==> src/rtl/sdrq_pkg.sv <==
package sdrq_pkg;

   localparam int POS_W = 48;

   typedef logic [POS_W-1:0] pos_type;

   // Request operation carried in tuser
   typedef enum logic {
      OP_ADD      = 1'b0,
      OP_DISPATCH = 1'b1
   } op_type;

   // Per-cell load command for the apply step
   typedef enum logic [1:0] {
      CMD_HOLD      = 2'd0,
      CMD_LOAD_REQ  = 2'd1,
      CMD_LOAD_PREV = 2'd2,
      CMD_LOAD_NEXT = 2'd3
   } cell_cmd_type;

   typedef struct packed {
      logic         calc_dist;
      logic         calc_hit;
      cell_cmd_type cmd;
   } cell_ctrl_type;

   function automatic pos_type abs_diff(input pos_type a, input pos_type b);
      abs_diff = (a > b) ? (a - b) : (b - a);
   endfunction

endpackage

==> src/rtl/sdrq_cell.sv <==
module sdrq_cell
   import sdrq_pkg::*;
(
   input  logic          clock,
   input  pos_type       prev_value,
   input  pos_type       next_value,
   input  logic          next_valid,
   input  pos_type       req_pos,
   input  cell_ctrl_type ctrl,
   output pos_type       value,
   output logic          hit
);

   pos_type value_ff, value_in;
   pos_type d_next_ff;
   pos_type d_req_ff;
   logic    hit_ff;

   always_comb begin
      case (ctrl.cmd)
         CMD_LOAD_REQ:  value_in = req_pos;
         CMD_LOAD_PREV: value_in = prev_value;
         CMD_LOAD_NEXT: value_in = next_value;
         default:       value_in = value_ff;
      endcase
   end

   always_ff @(posedge clock) begin
      value_ff <= value_in;
      if (ctrl.calc_dist) begin
         d_next_ff <= abs_diff(value_ff, next_value);
         d_req_ff  <= abs_diff(value_ff, req_pos);
      end
      // strict compare: ties never insert here
      if (ctrl.calc_hit) begin
         hit_ff <= next_valid && (d_next_ff > d_req_ff);
      end
   end

   assign value = value_ff;
   assign hit   = hit_ff;

endmodule

==> config.mk <==
export PLATFORM = sky130hd
export DESIGN_NAME = sdrq_cell
export DESIGN_NICKNAME = d
export VERILOG_FILES = /design/src/rtl/sdrq_pkg.sv /design/src/rtl/sdrq_cell.sv
export SDC_FILE = /design/constraint.sdc
export NUM_CORES = 1
export LEC_CHECK = 0
export ABC_AREA = 1
export ABC_CLOCK_PERIOD_IN_PS = 6300
export BUFFER_PORTS_ARGS = -buffer_cell sky130_fd_sc_hd__clkbuf_2
export CAP_MARGIN = 10
export CELL_PAD_IN_SITES_DETAIL_PLACEMENT = 1
export CELL_PAD_IN_SITES_GLOBAL_PLACEMENT = 1
export CORE_UTILIZATION = 40
export CTS_CLUSTER_DIAMETER = 120
export DETAILED_ROUTE_END_ITERATION = 16
export GPL_TIMING_DRIVEN = 0
export PLACE_DENSITY_LB_ADDON = 0.1
export RECOVER_POWER = 25
export SLEW_MARGIN = 15
export SYNTH_ARGS = -nofsm -noshare
export SYNTH_HDL_FRONTEND = slang
export SYNTH_SLANG_ARGS = --single-unit
==> constraint.sdc <==
create_clock -name clock -period 6.3 [get_ports clock]
set_clock_uncertainty 0.15 [all_clocks]
set_input_delay 1.26 -clock clock [delete_from_list [all_inputs] [get_ports clock]]
set_output_delay 1.26 -clock clock [all_outputs]
set_load 0.03 [all_outputs]
==> impl_metrics.csv <==
group,metric,value,unit
outcome,status,"complete, but fails checks",
outcome,violations,"capacitance limit, slew limit",
clock_network,holdBufCountCts,0,
routing,met3_length,8080,µm
yosys,yosysSeqAreaShare,0.183,
sta,finalSetupViolations,0,
floorplanning,core_area,58900,µm²
floorplanning,fp-row-count,89,
floorplanning,die_height,246,µm
clock_network,path_clk_slew,0.08,ns
global_routing,antenna_found_initial,2,
placement,dp_hpwl,102000,µm
routing,routed-wl-met2,50700,µm
clock_network,cts_buffer_depth,2,
clock_network,root_buffer,"clkbuf_16",
yosys,syn_nets,4683,
setup_path,cp-start-kind,"input pin",
floorplanning,initial_core_util,0.404,
run,cap_viol_max_count,1,
global_routing,grt_remaining_overflow,0,
routing,drtAntennaViolNets,0,
yosys,synth_most_common_cell,"nand2_1",
power_and_ir_drop,total_leakage_power,0.0163,µW
min_path,hp-class,"input pin to flop",
yosys,yosys.area.top_type_share,0.311,
finish,finalCoreUtilization,0.447,
finish,num_antenna_cells,0,
global_routing,grt_pass1_wl,166000,µm
yosys,synth_edf_count,145,
power_and_ir_drop,pwr-share-clk,0.155,
setup_path,cp-end-kind,"flop",
power_and_ir_drop,combPwrFrac,0.618,
sta,hold_viol,0,
setup_path,crit_start,"ctrl[3]",
setup_path,crit_chain,"dlymetal6s4s_1",
setup_path,path_max_fanout,96,
power_and_ir_drop,ir_worst_vdd,0.000230,V
yosys,synth_cells,4291,
setup_path,critical-path-max-stage-delay,3.31,ns
clock_network,cts_tree,"done",
clock_network,clock-sinks,145,
yosys,synth_top_cell_by_area,"nand2_1",
placement,io_buffer_count,197,
power_and_ir_drop,power_density,246,nW/µm²
routing,top_layer,"met5",
floorplanning,pin_count,199,
power_and_ir_drop,p_switching,3470,µW
yosys,synth_ff_type,"edfxtp_1",
yosys,ys_async_sr_fraction,0,
finish,syn2layout_area_growth,10.5,%
global_routing,grt_pass1_vias,26300,
yosys,synth_common_cells,"nand2_1 (1974), inv_1 (978), ha_1 (238)",
global_routing,grt_max_degree,97,
finish,nets,4899,
routing,wl_met1,51300,µm
min_path,worstHoldStart,"ctrl[2]",
setup_path,r2r_start,"value[1]",
routing,drt-total-wl,116000,µm
setup_path,required,6.11,ns
floorplanning,dieArea,60500,µm²
setup_path,crit_type,"input pin to flop",
clock_network,cts_resized,0,
yosys,synth.distinct_cells,38,
global_routing,grtUsageTotal,0.380,
floorplanning,die_w,246,µm
clock_network,h-tree-depth,4,
yosys,synth.area.top_cells,"nand2_1 (31%), edfxtp_1 (18%), inv_1 (15%)",
routing,wl_per_cell,21.9,µm
yosys,syn_area,23800,µm²
yosys,avgSynthCellArea,5.55,µm²
clock_network,clock_latency,0.47,ns
power_and_ir_drop,seqPwrFrac,0.227,
setup_path,crit_family,"buffers and inverters",
sta,tns,0,ns
routing,drtIter0Drc,2061,
placement,globalplace.congestion,0.992,
yosys,ys_seq_elements,145,
finish,num-fill-cells,8637,
clock_network,cts_setup_buffers,0,
power_and_ir_drop,intPower,3000,µW
setup_path,worst_ep_arrival_time,4.71,ns
finish,drive_gt1_frac,0.0828,
sta,grt_setup_unrepaired,"false",
routing,vias_per_cell,5.07,
sta,timing.slew.headroom,-2.09,
sta,tightestPinTransition,4.63,ns
routing,vias,26800,
sta,min_period,4.90,ns
routing,drtPass1Iterations,6,
sta,maxSlewViolCount,97,
finish,multi_input_area,15200,µm²
finish,regArea,4350,µm²
setup_path,crit_buf_inv,1,
routing,drc,0,
sta,post-route-period-util,0.778,
power_and_ir_drop,swShare,0.536,
yosys,yosysWarnings,0,
power_and_ir_drop,total_power,6480,µW
sta,max_freq,0.204,GHz
setup_path,critPathSlowestCell,"dlymetal6s4s_1",
clock_network,cts_buffers,17,
power by group through the flow:
stage	registers, µW	logic (µW)	clock network, µW
3_5_place_dp	1490	3900	0
2_1_floorplan	1500	2380	0
3_3_place_gp	1480	3810	0
5_1_grt	1490	4350	1040
4_1_cts	1470	3920	1000
6_report	1470	4000	1000
final timing paths:
| path | endpoint | slack [ns] | cells past startpoint |
|---|---|---|---|
| worst max-delay path | d_req_ff[29] | 1.40 | 1 |
| worst min-delay path | hit | 0.84 | 1 |
| worst max register to register | d_req_ff[2] | 2.19 | 14 |
| worst min register to register | hit | 0.91 | 7 |
cell type report:
type / count / area share
well taps: 773 / 0.0367
repair buffers: 197 / 0.0376
flip-flops and latches: 145 / 0.165
inverters: 1005 / 0.144
plain buffers: 93 / 0.0194
clock buffers: 17 / 0.0162
multi-input cells: 3048 / 0.576
clock inverters: 14 / 0.00471
sequential cells by signal (all words and copies together), names as in the netlist:
| signal | count |
|---|---|
| d_next_ff | 48 |
| d_req_ff | 48 |
| value | 48 |
| hit | 1 |
cell usage in the layout (no fill, tap or decap), types with 4 or more instances in the layout:
cell / instances
a21o_1: 6
a21oi_1: 120
buf_2: 32
buf_4: 12
buf_6: 6
clkbuf_1: 17
clkbuf_16: 17
clkbuf_2: 220
clkinv_1: 4
edfxtp_1: 145
fa_1: 4
ha_1: 238
inv_1: 978
inv_2: 21
inv_6: 4
inv_8: 4
nand2_1: 1974
nand2_2: 16
nand3_1: 169
nand4_1: 43
nor2_1: 223
nor2_2: 19
nor2_4: 8
nor3_1: 7
o211ai_1: 5
o21a_1: 6
o21ai_0: 8
o21ai_1: 35
o221ai_1: 48
xnor2_1: 28
xor2_1: 77
kinds of logic after synthesis:
logic type	count (synthesis)	synth area share
adders and majority gates	242	0.128
and+or+nand+nor	2470	0.412
buffers and inverters	1098	0.180
AOI/OAI and AO/OA	231	0.0582
DFF	145	0.183
xor gates and xnor gates	105	0.0386
metal layers:
metal | track usage | vias up
met5 | 0 | -
met2 | 0.608 | 971
met3 | 0.0588 | 168
li1 | - | 13200
met4 | 0.172 | 4
met1 | 0.499 | 12500
through the flow:
step / hold WS (ns) / instances / worst slack [ns] / cell area (µm²)
final: 0.840 / 5292 / 1.40 / 26300
after global routing: 0.832 / 5292 / 1.21 / 26300
after CTS: 0.832 / 5292 / 2.38 / 26300
after detailed placement: 0.878 / 5261 / 1.90 / 25800
after global placement: 0.831 / 5261 / 1.93 / 25800
after floorplan: 0.688 / 4291 / 2.94 / 23800
No activity file was read; power rests on OpenSTA's default activity.
